$ cat src/hw/rtl/bplc_pkg.sv
// Shared types, widths, constants and register defaults for the two-key
// light level controller. No dependencies; every other file imports it.
package bplc_pkg;

   // field widths
   localparam int READING_W   = 12;
   localparam int LEVEL_W     = 3;
   localparam int HOLD_W      = 7;
   localparam int WINDOW_W    = 7;
   localparam int FULL_CNT_W  = 8;
   localparam int LOWBAT_W    = 13;
   localparam int BLINK_W     = 6;
   localparam int IDLE_W      = 5;
   localparam int TICK_W      = 7;
   localparam int SECONDS_W   = 10;
   localparam int DUTY_W      = 8;
   localparam int STEP_W      = 5;
   localparam int CSR_INDEX_W = 3;
   localparam int CSR_DATA_W  = 13;

   // default parameter values
   localparam int MAX_LEVEL_DEFAULT        = 5;
   localparam int TICKS_PER_SECOND_DEFAULT = 100;

   // fixed behavior constants
   localparam int HOLD_CAP       = 100;
   localparam int CLICK_MIN_HOLD = 4;
   localparam int FULL_CONFIRM   = 250;
   localparam int BLINK_ON       = 30;
   localparam int BLINK_PERIOD   = 60;
   localparam int SECONDS_CAP    = 1023;
   localparam int IDLE_CAP       = 31;
   localparam int DUTY_CAP       = 255;

   // register reset values
   localparam logic [READING_W-1:0] LOW_THRESHOLD_RST  = 12'd558;
   localparam logic [READING_W-1:0] HIGH_THRESHOLD_RST = 12'd772;
   localparam logic [LOWBAT_W-1:0]  LOWBAT_OFF_RST     = 13'd6000;
   localparam logic [IDLE_W-1:0]    IDLE_SLEEP_RST     = 5'd20;
   localparam logic [SECONDS_W-1:0] WORK_TIMEOUT_RST   = 10'd900;
   localparam logic [WINDOW_W-1:0]  DOUBLE_CLICK_RST   = 7'd100;
   localparam logic [DUTY_W-1:0]    DUTY_BASE_RST      = 8'd70;
   localparam logic [STEP_W-1:0]    DUTY_STEP_RST      = 5'd6;

   typedef enum logic [1:0] {
      CLASS_LOW  = 2'd0,
      CLASS_MID  = 2'd1,
      CLASS_HIGH = 2'd2,
      CLASS_FULL = 2'd3
   } battery_class_type;

   typedef enum logic [CSR_INDEX_W-1:0] {
      CSR_LOW_THRESHOLD  = 3'd0,
      CSR_HIGH_THRESHOLD = 3'd1,
      CSR_LOWBAT_OFF     = 3'd2,
      CSR_IDLE_SLEEP     = 3'd3,
      CSR_WORK_TIMEOUT   = 3'd4,
      CSR_DOUBLE_CLICK   = 3'd5,
      CSR_DUTY_BASE      = 3'd6,
      CSR_DUTY_STEP      = 3'd7
   } csr_index_type;

   // battery classing outcome
   typedef struct packed {
      battery_class_type         cls;
      logic [FULL_CNT_W-1:0]     full_count;
   } class_result_type;

   // key click evaluator outputs
   typedef struct packed {
      logic [HOLD_W-1:0] hold;
      logic              click;
   } key_status_type;

endpackage

$ cat src/hw/rtl/bplc_if.sv
// Valid/ready channel interfaces: tick input, result output, register writes.
// Depends on bplc_pkg for field widths.
interface bplc_req_if
   import bplc_pkg::*;
   ();
   logic                 valid;
   logic                 ready;
   logic                 key_up_pressed;
   logic                 key_down_pressed;
   logic                 charging;
   logic [READING_W-1:0] battery_reading;

   modport source (output valid, key_up_pressed, key_down_pressed, charging,
                   battery_reading, input ready);
   modport sink   (input valid, key_up_pressed, key_down_pressed, charging,
                   battery_reading, output ready);
endinterface

interface bplc_rsp_if
   import bplc_pkg::*;
   ();
   logic               valid;
   logic               ready;
   logic               pwm_enable;
   logic [DUTY_W-1:0]  pwm_duty;
   logic               led_on;
   logic [LEVEL_W-1:0] work_level;
   logic [1:0]         battery_class;
   logic               sleep_request;

   modport source (output valid, pwm_enable, pwm_duty, led_on, work_level,
                   battery_class, sleep_request, input ready);
   modport sink   (input valid, pwm_enable, pwm_duty, led_on, work_level,
                   battery_class, sleep_request, output ready);
endinterface

interface bplc_csr_if
   import bplc_pkg::*;
   ();
   logic                   valid;
   logic                   ready;
   logic [CSR_INDEX_W-1:0] index;
   logic [CSR_DATA_W-1:0]  wdata;

   modport source (output valid, index, wdata, input ready);
   modport sink   (input valid, index, wdata, output ready);
endinterface

$ cat src/hw/rtl/bplc_key_click.sv
// Key hold counter and release-click detector for one key.
// Depends on bplc_pkg.
module bplc_key_click
   import bplc_pkg::*;
(
   input  logic              pressed,
   input  logic              freeze,
   input  logic [HOLD_W-1:0] hold_ff,
   output key_status_type    status
);

   always_comb begin
      status.hold  = hold_ff;
      status.click = 1'b0;
      if (!freeze) begin
         if (pressed) begin
            if (hold_ff < HOLD_W'(HOLD_CAP)) begin
               status.hold = hold_ff + HOLD_W'(1);
            end
         end else begin
            // click on release after a long enough hold
            status.click = (hold_ff >= HOLD_W'(CLICK_MIN_HOLD));
            status.hold  = '0;
         end
      end
   end

endmodule

$ cat src/hw/rtl/button_pwm_level_controller_core.sv
// Top level of the two-key light level controller.
// Depends on bplc_pkg, bplc_if (channel interfaces) and bplc_key_click.
//
// Usage:
//  - req_chan carries one item per 10 ms tick: both key levels, the charger
//    level and an averaged 12-bit battery reading.
//  - rsp_chan returns exactly one item per tick: PWM enable and duty, LED
//    drive, work level, battery class and the sleep request.
//  - csr_chan writes the eight setup registers (index 0..7); always ready.
//    Write only while no tick is in flight.
//  - Path: a tick is captured in an input register, then one pass of
//    combinational update logic writes the state and the result register,
//    which drives rsp_chan.
//  - Throughput: one tick per cycle while rsp_chan.ready is high; the input
//    register refills in the same cycle its item moves to the result register.
//  - Stall: while rsp_chan.ready is low the result holds, the input register
//    keeps its item and req_chan.ready drops once both are full.
//  - Reset (synchronous, active high): level off, LED off, all counters
//    zero, battery class low, registers back to their defaults, both
//    pipeline registers empty.
module button_pwm_level_controller_core
   import bplc_pkg::*;
#(
   parameter int MAX_LEVEL        = MAX_LEVEL_DEFAULT,
   parameter int TICKS_PER_SECOND = TICKS_PER_SECOND_DEFAULT
)(
   input  logic      clock,
   input  logic      reset,
   bplc_req_if.sink  req_chan,
   bplc_rsp_if.source rsp_chan,
   bplc_csr_if.sink  csr_chan
);

   // ---------------- setup registers ----------------
   logic [READING_W-1:0] low_thr_ff, high_thr_ff;
   logic [LOWBAT_W-1:0]  lowbat_off_ff;
   logic [IDLE_W-1:0]    idle_sleep_ff;
   logic [SECONDS_W-1:0] work_timeout_ff;
   logic [WINDOW_W-1:0]  dclick_ff;
   logic [DUTY_W-1:0]    duty_base_ff;
   logic [STEP_W-1:0]    duty_step_ff;

   assign csr_chan.ready = 1'b1;

   always_ff @(posedge clock) begin
      if (reset) begin
         low_thr_ff      <= LOW_THRESHOLD_RST;
         high_thr_ff     <= HIGH_THRESHOLD_RST;
         lowbat_off_ff   <= LOWBAT_OFF_RST;
         idle_sleep_ff   <= IDLE_SLEEP_RST;
         work_timeout_ff <= WORK_TIMEOUT_RST;
         dclick_ff       <= DOUBLE_CLICK_RST;
         duty_base_ff    <= DUTY_BASE_RST;
         duty_step_ff    <= DUTY_STEP_RST;
      end else if (csr_chan.valid) begin
         unique case (csr_index_type'(csr_chan.index))
            CSR_LOW_THRESHOLD:  low_thr_ff      <= csr_chan.wdata[READING_W-1:0];
            CSR_HIGH_THRESHOLD: high_thr_ff     <= csr_chan.wdata[READING_W-1:0];
            CSR_LOWBAT_OFF:     lowbat_off_ff   <= csr_chan.wdata[LOWBAT_W-1:0];
            CSR_IDLE_SLEEP:     idle_sleep_ff   <= csr_chan.wdata[IDLE_W-1:0];
            CSR_WORK_TIMEOUT:   work_timeout_ff <= csr_chan.wdata[SECONDS_W-1:0];
            CSR_DOUBLE_CLICK:   dclick_ff       <= csr_chan.wdata[WINDOW_W-1:0];
            CSR_DUTY_BASE:      duty_base_ff    <= csr_chan.wdata[DUTY_W-1:0];
            CSR_DUTY_STEP:      duty_step_ff    <= csr_chan.wdata[STEP_W-1:0];
         endcase
      end
   end

   // ---------------- input register ----------------
   logic                 item_valid_ff;
   logic                 up_ff, down_ff, chg_ff;
   logic [READING_W-1:0] reading_ff;
   logic                 rsp_valid_ff;
   logic                 advance;

   // item moves to the result register when that one is free or draining
   assign advance        = item_valid_ff && (!rsp_valid_ff || rsp_chan.ready);
   assign req_chan.ready = !item_valid_ff || advance;

   always_ff @(posedge clock) begin
      if (reset) begin
         item_valid_ff <= 1'b0;
      end else if (req_chan.ready) begin
         item_valid_ff <= req_chan.valid;
      end
   end

   always_ff @(posedge clock) begin
      if (req_chan.valid && req_chan.ready) begin
         up_ff      <= req_chan.key_up_pressed;
         down_ff    <= req_chan.key_down_pressed;
         chg_ff     <= req_chan.charging;
         reading_ff <= req_chan.battery_reading;
      end
   end

   // ---------------- controller state ----------------
   logic [LEVEL_W-1:0]    level_ff, level_in;
   logic [HOLD_W-1:0]     up_hold_ff, down_hold_ff;
   logic [WINDOW_W-1:0]   window_ff, window_in;
   battery_class_type     class_ff, class_in;
   logic [FULL_CNT_W-1:0] full_cnt_ff, full_cnt_in;
   logic [LOWBAT_W-1:0]   lowbat_ff, lowbat_in;
   logic [BLINK_W-1:0]    blink_ff, blink_in;
   logic                  led_ff, led_in;
   logic [IDLE_W-1:0]     idle_ff, idle_in;
   logic [TICK_W-1:0]     tick_ff, tick_in;
   logic [SECONDS_W-1:0]  seconds_ff, seconds_in;

   logic                  sleep_in;
   logic [DUTY_W-1:0]     duty_in;

   // battery classing; the full count saturates at the confirm limit
   function automatic class_result_type classify(
      input logic [READING_W-1:0]  reading,
      input logic [FULL_CNT_W-1:0] count,
      input logic [READING_W-1:0]  lo,
      input logic [READING_W-1:0]  hi
   );
      class_result_type      r;
      logic [FULL_CNT_W:0]   inc;
      inc          = {1'b0, count} + (FULL_CNT_W+1)'(1);
      r.full_count = count;
      if (reading < lo) begin
         r.cls = CLASS_LOW;
      end else if (reading > hi) begin
         if (inc > (FULL_CNT_W+1)'(FULL_CONFIRM)) begin
            r.cls        = CLASS_FULL;
            r.full_count = FULL_CNT_W'(FULL_CONFIRM);
         end else begin
            r.cls        = CLASS_HIGH;
            r.full_count = inc[FULL_CNT_W-1:0];
         end
      end else begin
         r.cls        = CLASS_MID;
         r.full_count = '0;
      end
      return r;
   endfunction

   // key evaluators, frozen while the charger is connected
   key_status_type up_key, down_key;

   bplc_key_click u_up_key (
      .pressed (up_ff),
      .freeze  (chg_ff),
      .hold_ff (up_hold_ff),
      .status  (up_key)
   );

   bplc_key_click u_down_key (
      .pressed (down_ff),
      .freeze  (chg_ff),
      .hold_ff (down_hold_ff),
      .status  (down_key)
   );

   // one tick of the controller, in the fixed order: second counter,
   // low-battery auto-off, classing, charger, keys, LED, sleep, duty
   always_comb begin
      logic [TICK_W:0]     tick_inc;
      logic [LOWBAT_W:0]   lowbat_inc;
      logic [LEVEL_W:0]    level_up;
      logic [DUTY_W+1:0]   duty_sum;
      class_result_type    cr;
      logic                idle_cond;

      level_in    = level_ff;
      window_in   = window_ff;
      lowbat_in   = lowbat_ff;
      blink_in    = blink_ff;
      led_in      = led_ff;
      idle_in     = idle_ff;
      seconds_in  = seconds_ff;
      sleep_in    = 1'b0;
      duty_in     = '0;
      level_up    = '0;

      // second counter; on-time uses the level at tick start
      tick_inc = {1'b0, tick_ff} + (TICK_W+1)'(1);
      tick_in  = tick_inc[TICK_W-1:0];
      if (tick_inc >= (TICK_W+1)'(TICKS_PER_SECOND)) begin
         tick_in = '0;
         if (level_ff != '0) begin
            if (seconds_ff < SECONDS_W'(SECONDS_CAP)) begin
               seconds_in = seconds_ff + SECONDS_W'(1);
            end
         end else begin
            seconds_in = '0;
         end
      end

      // low-battery auto-off, judged on last tick's class
      lowbat_inc = {1'b0, lowbat_ff} + (LOWBAT_W+1)'(1);
      if (class_ff == CLASS_LOW && level_ff != '0) begin
         lowbat_in = lowbat_inc[LOWBAT_W-1:0];
         if (lowbat_inc >= {1'b0, lowbat_off_ff}) begin
            lowbat_in = '0;
            level_in  = '0;
         end
      end else begin
         lowbat_in = '0;
      end

      cr          = classify(reading_ff, full_cnt_ff, low_thr_ff, high_thr_ff);
      class_in    = cr.cls;
      full_cnt_in = cr.full_count;

      // charger: light off, LED steady when full, else blinking
      if (chg_ff) begin
         level_in = '0;
         if (class_in == CLASS_FULL) begin
            led_in = 1'b1;
         end else begin
            led_in   = (blink_ff < BLINK_W'(BLINK_ON));
            blink_in = blink_ff + BLINK_W'(1);
            if (blink_in > BLINK_W'(BLINK_PERIOD)) begin
               blink_in = '0;
            end
         end
      end

      // double-click window runs down even while charging
      if (window_ff != '0) begin
         window_in = window_ff - WINDOW_W'(1);
      end

      // key clicks (never fire while charging)
      if (up_key.click) begin
         if (level_in == '0) begin
            if (window_in != '0) begin
               level_in = LEVEL_W'(1);
            end
            window_in = dclick_ff;
         end else begin
            window_in = '0;
            level_up  = {1'b0, level_in} + (LEVEL_W+1)'(1);
            level_in  = level_up[LEVEL_W-1:0];
            if (level_up > (LEVEL_W+1)'(MAX_LEVEL)) begin
               level_in = '0;
            end
         end
      end
      if (down_key.click && level_in != '0) begin
         level_in = level_in - LEVEL_W'(1);
      end

      if (level_in != '0) begin
         led_in = 1'b1;
      end

      // sleep request from idle run or on-time timeout
      idle_cond = (level_in == '0) && (up_key.hold == '0) && (down_key.hold == '0)
                  && !chg_ff && (window_in == '0);
      if (idle_cond) begin
         if (idle_ff < IDLE_W'(IDLE_CAP)) begin
            idle_in = idle_ff + IDLE_W'(1);
         end
         if (idle_in > idle_sleep_ff) begin
            sleep_in = 1'b1;
         end
      end else begin
         idle_in = '0;
      end
      if (seconds_in > work_timeout_ff) begin
         sleep_in = 1'b1;
      end
      if (sleep_in) begin
         // battery is classed again with the same reading
         cr          = classify(reading_ff, full_cnt_in, low_thr_ff, high_thr_ff);
         class_in    = cr.cls;
         full_cnt_in = cr.full_count;
         led_in      = 1'b0;
         idle_in     = '0;
         level_in    = '0;
      end

      // duty = base + step * level, saturated
      duty_sum = {2'b00, duty_base_ff}
               + ({{(DUTY_W+2-STEP_W){1'b0}}, duty_step_ff}
                  * {{(DUTY_W+2-LEVEL_W){1'b0}}, level_in});
      if (level_in != '0) begin
         duty_in = (duty_sum > (DUTY_W+2)'(DUTY_CAP)) ? DUTY_W'(DUTY_CAP)
                                                      : duty_sum[DUTY_W-1:0];
      end
   end

   always_ff @(posedge clock) begin
      if (reset) begin
         level_ff     <= '0;
         up_hold_ff   <= '0;
         down_hold_ff <= '0;
         window_ff    <= '0;
         class_ff     <= CLASS_LOW;
         full_cnt_ff  <= '0;
         lowbat_ff    <= '0;
         blink_ff     <= '0;
         led_ff       <= 1'b0;
         idle_ff      <= '0;
         tick_ff      <= '0;
         seconds_ff   <= '0;
      end else if (advance) begin
         level_ff     <= level_in;
         up_hold_ff   <= up_key.hold;
         down_hold_ff <= down_key.hold;
         window_ff    <= window_in;
         class_ff     <= class_in;
         full_cnt_ff  <= full_cnt_in;
         lowbat_ff    <= lowbat_in;
         blink_ff     <= blink_in;
         led_ff       <= led_in;
         idle_ff      <= idle_in;
         tick_ff      <= tick_in;
         seconds_ff   <= seconds_in;
      end
   end

   // ---------------- result register ----------------
   logic               pwm_en_ff;
   logic [DUTY_W-1:0]  duty_ff;
   logic               led_out_ff;
   logic [LEVEL_W-1:0] level_out_ff;
   logic [1:0]         class_out_ff;
   logic               sleep_ff;

   always_ff @(posedge clock) begin
      if (reset) begin
         rsp_valid_ff <= 1'b0;
      end else if (advance) begin
         rsp_valid_ff <= 1'b1;
      end else if (rsp_chan.ready) begin
         rsp_valid_ff <= 1'b0;
      end
   end

   always_ff @(posedge clock) begin
      if (advance) begin
         pwm_en_ff    <= (level_in != '0);
         duty_ff      <= duty_in;
         led_out_ff   <= led_in;
         level_out_ff <= level_in;
         class_out_ff <= class_in;
         sleep_ff     <= sleep_in;
      end
   end

   assign rsp_chan.valid         = rsp_valid_ff;
   assign rsp_chan.pwm_enable    = pwm_en_ff;
   assign rsp_chan.pwm_duty      = duty_ff;
   assign rsp_chan.led_on        = led_out_ff;
   assign rsp_chan.work_level    = level_out_ff;
   assign rsp_chan.battery_class = class_out_ff;
   assign rsp_chan.sleep_request = sleep_ff;

endmodule

$ cat src/flat_wrapper.sv
// flat-port wrapper written by rule: the top's interface ports become plain ports
module button_pwm_level_controller_core_flat import bplc_pkg::*;
#(
   parameter int MAX_LEVEL        = MAX_LEVEL_DEFAULT,
   parameter int TICKS_PER_SECOND = TICKS_PER_SECOND_DEFAULT
)
  (clock, reset, req_chan_valid, req_chan_key_up_pressed, req_chan_key_down_pressed, req_chan_charging, req_chan_battery_reading, req_chan_ready, rsp_chan_valid, rsp_chan_pwm_enable, rsp_chan_pwm_duty, rsp_chan_led_on, rsp_chan_work_level, rsp_chan_battery_class, rsp_chan_sleep_request, rsp_chan_ready, csr_chan_valid, csr_chan_index, csr_chan_wdata, csr_chan_ready);
  bplc_req_if req_chan_i ();
  bplc_rsp_if rsp_chan_i ();
  bplc_csr_if csr_chan_i ();
  input  logic clock;
  input  logic reset;
  input wire logic [$bits(req_chan_i.valid)-1:0] req_chan_valid;
  input wire logic [$bits(req_chan_i.key_up_pressed)-1:0] req_chan_key_up_pressed;
  input wire logic [$bits(req_chan_i.key_down_pressed)-1:0] req_chan_key_down_pressed;
  input wire logic [$bits(req_chan_i.charging)-1:0] req_chan_charging;
  input wire logic [$bits(req_chan_i.battery_reading)-1:0] req_chan_battery_reading;
  output wire logic [$bits(req_chan_i.ready)-1:0] req_chan_ready;
  output wire logic [$bits(rsp_chan_i.valid)-1:0] rsp_chan_valid;
  output wire logic [$bits(rsp_chan_i.pwm_enable)-1:0] rsp_chan_pwm_enable;
  output wire logic [$bits(rsp_chan_i.pwm_duty)-1:0] rsp_chan_pwm_duty;
  output wire logic [$bits(rsp_chan_i.led_on)-1:0] rsp_chan_led_on;
  output wire logic [$bits(rsp_chan_i.work_level)-1:0] rsp_chan_work_level;
  output wire logic [$bits(rsp_chan_i.battery_class)-1:0] rsp_chan_battery_class;
  output wire logic [$bits(rsp_chan_i.sleep_request)-1:0] rsp_chan_sleep_request;
  input wire logic [$bits(rsp_chan_i.ready)-1:0] rsp_chan_ready;
  input wire logic [$bits(csr_chan_i.valid)-1:0] csr_chan_valid;
  input wire logic [$bits(csr_chan_i.index)-1:0] csr_chan_index;
  input wire logic [$bits(csr_chan_i.wdata)-1:0] csr_chan_wdata;
  output wire logic [$bits(csr_chan_i.ready)-1:0] csr_chan_ready;
  assign req_chan_i.valid = req_chan_valid;
  assign req_chan_i.key_up_pressed = req_chan_key_up_pressed;
  assign req_chan_i.key_down_pressed = req_chan_key_down_pressed;
  assign req_chan_i.charging = req_chan_charging;
  assign req_chan_i.battery_reading = req_chan_battery_reading;
  assign req_chan_ready = req_chan_i.ready;
  assign rsp_chan_valid = rsp_chan_i.valid;
  assign rsp_chan_pwm_enable = rsp_chan_i.pwm_enable;
  assign rsp_chan_pwm_duty = rsp_chan_i.pwm_duty;
  assign rsp_chan_led_on = rsp_chan_i.led_on;
  assign rsp_chan_work_level = rsp_chan_i.work_level;
  assign rsp_chan_battery_class = rsp_chan_i.battery_class;
  assign rsp_chan_sleep_request = rsp_chan_i.sleep_request;
  assign rsp_chan_i.ready = rsp_chan_ready;
  assign csr_chan_i.valid = csr_chan_valid;
  assign csr_chan_i.index = csr_chan_index;
  assign csr_chan_i.wdata = csr_chan_wdata;
  assign csr_chan_ready = csr_chan_i.ready;
  button_pwm_level_controller_core #(.MAX_LEVEL(MAX_LEVEL), .TICKS_PER_SECOND(TICKS_PER_SECOND)) u_core (.clock(clock), .reset(reset), .req_chan(req_chan_i), .rsp_chan(rsp_chan_i), .csr_chan(csr_chan_i));
endmodule
$ cat config.mk
export PLATFORM = sky130hd
export DESIGN_NAME = button_pwm_level_controller_core_flat
export DESIGN_NICKNAME = d
export VERILOG_FILES = /design/src/hw/rtl/bplc_pkg.sv /design/src/hw/rtl/bplc_if.sv /design/src/hw/rtl/bplc_key_click.sv /design/src/hw/rtl/button_pwm_level_controller_core.sv /design/src/flat_wrapper.sv
export SDC_FILE = /design/constraint.sdc
export NUM_CORES = 1
export LEC_CHECK = 0
export CAP_MARGIN = 20
export CORE_MARGIN = 3
export CORE_UTILIZATION = 40
export CTS_BUF_LIST = sky130_fd_sc_hd__clkbuf_8
export DETAILED_ROUTE_END_ITERATION = 16
export DONT_BUFFER_PORTS = 1
export GPL_TIMING_DRIVEN = 0
export PLACE_DENSITY = 0.59
export SYNTH_ARGS = -nofsm -noshare
export SYNTH_HDL_FRONTEND = slang
export SYNTH_HIERARCHICAL = 1
export SYNTH_SLANG_ARGS = --single-unit
export TNS_END_PERCENT = 10
$ cat constraint.sdc
create_clock -name clock -period 11.2 [get_ports clock]
set_clock_uncertainty 0.15 [all_clocks]
set_input_delay 0.56 -clock clock [delete_from_list [all_inputs] [get_ports clock]]
set_output_delay 0.56 -clock clock [all_outputs]
set_load 0.02 [all_outputs]
==> flow_summary.toml <==
[timing]
setup-violations-final = 0
fin_tns_setup_ps = 0
final.period_utilization_pct = 87.3
min_period_ps = 9780
remaining_max_slew_budget_at_the_tightest_pin_pct = 28.4
timing.final.hold_violations = 0
finalMaxSlewViolations = 0
timing_worst_slew_pin_value_ps = 1070
fmax_ghz = 0.102
rsz_0062_raised_after_global_routing = "false"

[clock_tree]
post_cts.repair.setup_buffers = 0
cts_hold_buf = 15
cts_repair_resize_count = 0
clock_latency_of_the_later_clocked_register_in_the_worst_skew_pair_ps = 480
cts_buffer_depth = 2
cts-htree-levels = 4
clkSlewWorstSetupHoldPaths_ps = 110
clock_sink_count = 181
number_of_cts_inserted_buffers = 17
clock_tree.root_cell = "sky130_fd_sc_hd__clkbuf_8"
tritoncts = "built"

[layout]
multiInputGateArea_um2 = 6720
sequential_cell_area_um2 = 3930
area_delta_synth_final_pct = 9.01
final_layout_size_suffix_gt1_share_pct = 5.07
diodes_inserted = 0
nFillCells = 2771
num-nets-final = 1554

[drt]
post-route-drc-count = 0
first_iter_violations = 860
viasPerCell = 5.60
routed_wl_mm = 31.3
drt_first_pass_iters = 5
routed_wire_length_per_instance_um = 17.3
dr_total_vias = 10200
antenna_left = 0

[grt]
global_route_usage_over_all_layers_pct = 20.4
grt_start_max_net_pins = 20
globalRouteOverflowTotal = 0
grt_first_pass_wirelength_mm = 50.1
vias_in_the_first_global_route = 9515
grt_antenna_before_repair = 0

[logic_synthesis]
synth_seq_cells = 181
synth_edf_count = 31
mappedNetlistArea_um2 = 11300
syn_avg_cell_area_um2 = 8.14
synth.distinct_cells = 91
fraction_of_synthesized_cell_area_taken_by_the_top_area_cell_type_pct = 26.5
syn_nets = 1519
ys_dominant_reg_cell = "sky130_fd_sc_hd__dfxtp_1"
netlist_instances = 1393
synth_area_leader_cell = "sky130_fd_sc_hd__dfxtp_1"
async_flop_share_pct = 0
ys_warn_count = 6
synth_top_cells_by_area = "sky130_fd_sc_hd__dfxtp_1 26%, sky130_fd_sc_hd__ha_1 8.9%, sky130_fd_sc_hd__edfxtp_1 8.2%, sky130_fd_sc_hd__nand2_1 6.5%, sky130_fd_sc_hd__a21oi_1 5.1%"
synth_seq_area_share_pct = 34.7

[floorplanning]
fp-row-count = 60
io_pins = 55
core_area_um2 = 27400
die_width_um = 174
initial_cell_density_of_the_core_pct = 41.4
die_height_um = 174
design.die.area_um2 = 30400

[flow_run]
maxCapViolations = 0

[setup_path]
timing.critical_path.from = "u_core/lowbat_ff[2]$_SDFFE_PP0P_"
critPathLaunchType = "flip-flop"
worstPathMaxFanout = 10
dominant_delay_contributor_by_cell_family_on_the_critical_path = "compound AO/OA/AOI/OAI gates"
worstPathRequired_ps = 11280
critPathSlowestCell = "sky130_fd_sc_hd__a221oi_4"
path_common_cell = "sky130_fd_sc_hd__ha_1"
worst_setup_path_category = "reg -> reg"
critical_path_buf_inv_count = 7
worst_ep_arrival_time_ps = 9870
r2r_start = "u_core/lowbat_ff[2]$_SDFFE_PP0P_"
worst_setup_path_end_kind = "flip-flop"
critical_path.max_stage_delay_ps = 600

[power_and_ir_drop]
combinationalPowerShare_pct = 12.5
switching_power_summed_over_all_nets_mw = 0.402
p_leak_nw = 4.91
vdd.ir_drop.worst_uv = 60.7
p_int_mw = 0.905
clockPowerShare_pct = 34.2
switching_share_pct = 30.8
power.density_cell_area_nw_per_um2 = 106
total_power_mw = 1.31
power.share.sequential_pct = 53.3

[place]
port_buffers = 0
routabilityCongestion = 0.914
hpwlAfterDp_mm = 23.6

[worst_hold_path]
hold_path.startpoint = "csr_chan_wdata[9]"
holdCritPathClass = "in -> reg"

[status]
outcome = "finished, final reports clean"
[cells in the mapped netlist (4+ instances only)]
library cell	n
sky130_fd_sc_hd__nand2_1	195
sky130_fd_sc_hd__dfxtp_1	150
sky130_fd_sc_hd__nor2_1	125
sky130_fd_sc_hd__a21oi_1	115
sky130_fd_sc_hd__inv_1	96
sky130_fd_sc_hd__ha_1	81
sky130_fd_sc_hd__clkbuf_1	54
sky130_fd_sc_hd__nand3_1	45
sky130_fd_sc_hd__o21ai_0	38
sky130_fd_sc_hd__nor3_1	35
sky130_fd_sc_hd__edfxtp_1	31
sky130_fd_sc_hd__a211o_1	22
sky130_fd_sc_hd__nor2b_1	22
sky130_fd_sc_hd__and3_1	21
sky130_fd_sc_hd__a22oi_1	18
sky130_fd_sc_hd__mux2i_1	18
sky130_fd_sc_hd__nand3b_1	18
sky130_fd_sc_hd__and2_1	16
sky130_fd_sc_hd__xnor2_1	16
sky130_fd_sc_hd__a211oi_1	14
sky130_fd_sc_hd__a21o_1	14
sky130_fd_sc_hd__nand4_1	14
sky130_fd_sc_hd__o21a_1	13
sky130_fd_sc_hd__nand2b_1	11
sky130_fd_sc_hd__xor2_1	11
sky130_fd_sc_hd__a31oi_1	10
sky130_fd_sc_hd__fa_1	9
sky130_fd_sc_hd__nor4_1	9
sky130_fd_sc_hd__nor3b_1	8
sky130_fd_sc_hd__or3_1	8
sky130_fd_sc_hd__and4_1	7
sky130_fd_sc_hd__o211ai_1	7
sky130_fd_sc_hd__o21ai_1	7
sky130_fd_sc_hd__or2_2	7
sky130_fd_sc_hd__o21bai_1	6
sky130_fd_sc_hd__or4_1	6
sky130_fd_sc_hd__a2111oi_0	5
sky130_fd_sc_hd__buf_1	5
sky130_fd_sc_hd__o22a_1	5
sky130_fd_sc_hd__o22ai_1	5
sky130_fd_sc_hd__nor4b_1	4
sky130_fd_sc_hd__o211a_1	4
sky130_fd_sc_hd__o41ai_1	4
[registers in the layout, summed over array words and instances, names as in the netlist, 2 cells and up]
| signal | cells |
|---|---|
| u_core/rsp_chan.work_level | 3 |
| u_core/window_ff | 7 |
| u_core/seconds_ff | 10 |
| u_core/class_ff | 2 |
| u_core/low_thr_ff | 12 |
| u_core/idle_ff | 5 |
| u_core/lowbat_ff | 13 |
| u_core/reading_ff | 12 |
| u_core/rsp_chan.pwm_duty | 8 |
| u_core/level_ff | 3 |
| u_core/dclick_ff | 7 |
| u_core/lowbat_off_ff | 13 |
| u_core/down_hold_ff | 7 |
| u_core/full_cnt_ff | 8 |
| u_core/rsp_chan.battery_class | 2 |
| u_core/duty_base_ff | 8 |
| u_core/work_timeout_ff | 10 |
| u_core/up_hold_ff | 7 |
| u_core/tick_ff | 7 |
| u_core/high_thr_ff | 12 |
| u_core/idle_sleep_ff | 5 |
| u_core/duty_step_ff | 5 |
| u_core/blink_ff | 6 |
[path summary, 6_finish.rpt]
check / slack (ps) / to / cells past startpoint
worst max-delay path: 1420 / u_core/rsp_chan.pwm_duty[1]$_SDFFCE_PN0P_ / 43
worst min-delay path: 50 / u_core/low_thr_ff[9]$_SDFFE_PP1P_ / 1
worst max register to register: 1420 / u_core/rsp_chan.pwm_duty[1]$_SDFFCE_PN0P_ / 43
worst min register to register: 310 / u_core/high_thr_ff[1]$_SDFFE_PP0P_ / 2
[placed cells by master, fill, tap and decap left out, drive strengths merged, types with 17 or more instances in the layout]
master  instances
nor3           35
a22oi          18
nor2b          22
edfxtp         31
nor2          125
inv           105
a21oi         116
clkbuf         73
mux2i          18
and2           17
ha             81
dfxtp         150
o21ai          45
nand3          47
nand3b         18
a211o          22
and3           21
nand2         196
[power groups by stage]
stage	Clock [mW]	Combinational [mW]	Sequential (mW)
after floorplan	0	0.115	0.706
after global placement	0	0.156	0.711
after detailed placement	0	0.158	0.711
after CTS	0.465	0.162	0.696
after global routing	0.489	0.182	0.699
final	0.447	0.163	0.697
[kinds of logic after synthesis]
logic type,count (synthesis),synth area share [%]
simple gates,568,24.5
compound gates,340,20.4
flops,181,34.7
buf+inv,167,6.04
fa+ha+maj,90,10.5
xor+xnor,27,2.09
mux,19,1.69
other cells,1,0.0331
[through the flow]
step	area, um2	hold slack [ps]	setup WS (ps)	util (%)	std cells
6_report	12400	47.4	1420	45.1	1813
4_1_cts	12400	5.15	1470	45.1	1813
3_5_place_dp	11800	297	1550	43.1	1766
5_1_grt	12400	11.8	601	45.1	1813
3_3_place_gp	11800	294	1640	43.1	1765
2_1_floorplan	11300	285	2900	-	1393
[routing by layer]
layer	track usage (%)	share of wire, %	up-vias
li1	-	-	5014
met1	26.9	46	4828
met2	34.0	47	280
met3	3.89	5.4	39
met4	5.90	2.0	0
met5	0	0	-
[area by class of cell]
class | count | area share (%)
clock inverter | 15 | 1.27
buffer | 70 | 2.59
timing repair buffer | 16 | 1.34
sequential | 181 | 31.8
tap | 372 | 3.77
clock buffer | 17 | 1.89
multi-input combinational | 1045 | 54.4
inverter | 97 | 2.95
Power figures use the tool's default switching activity.
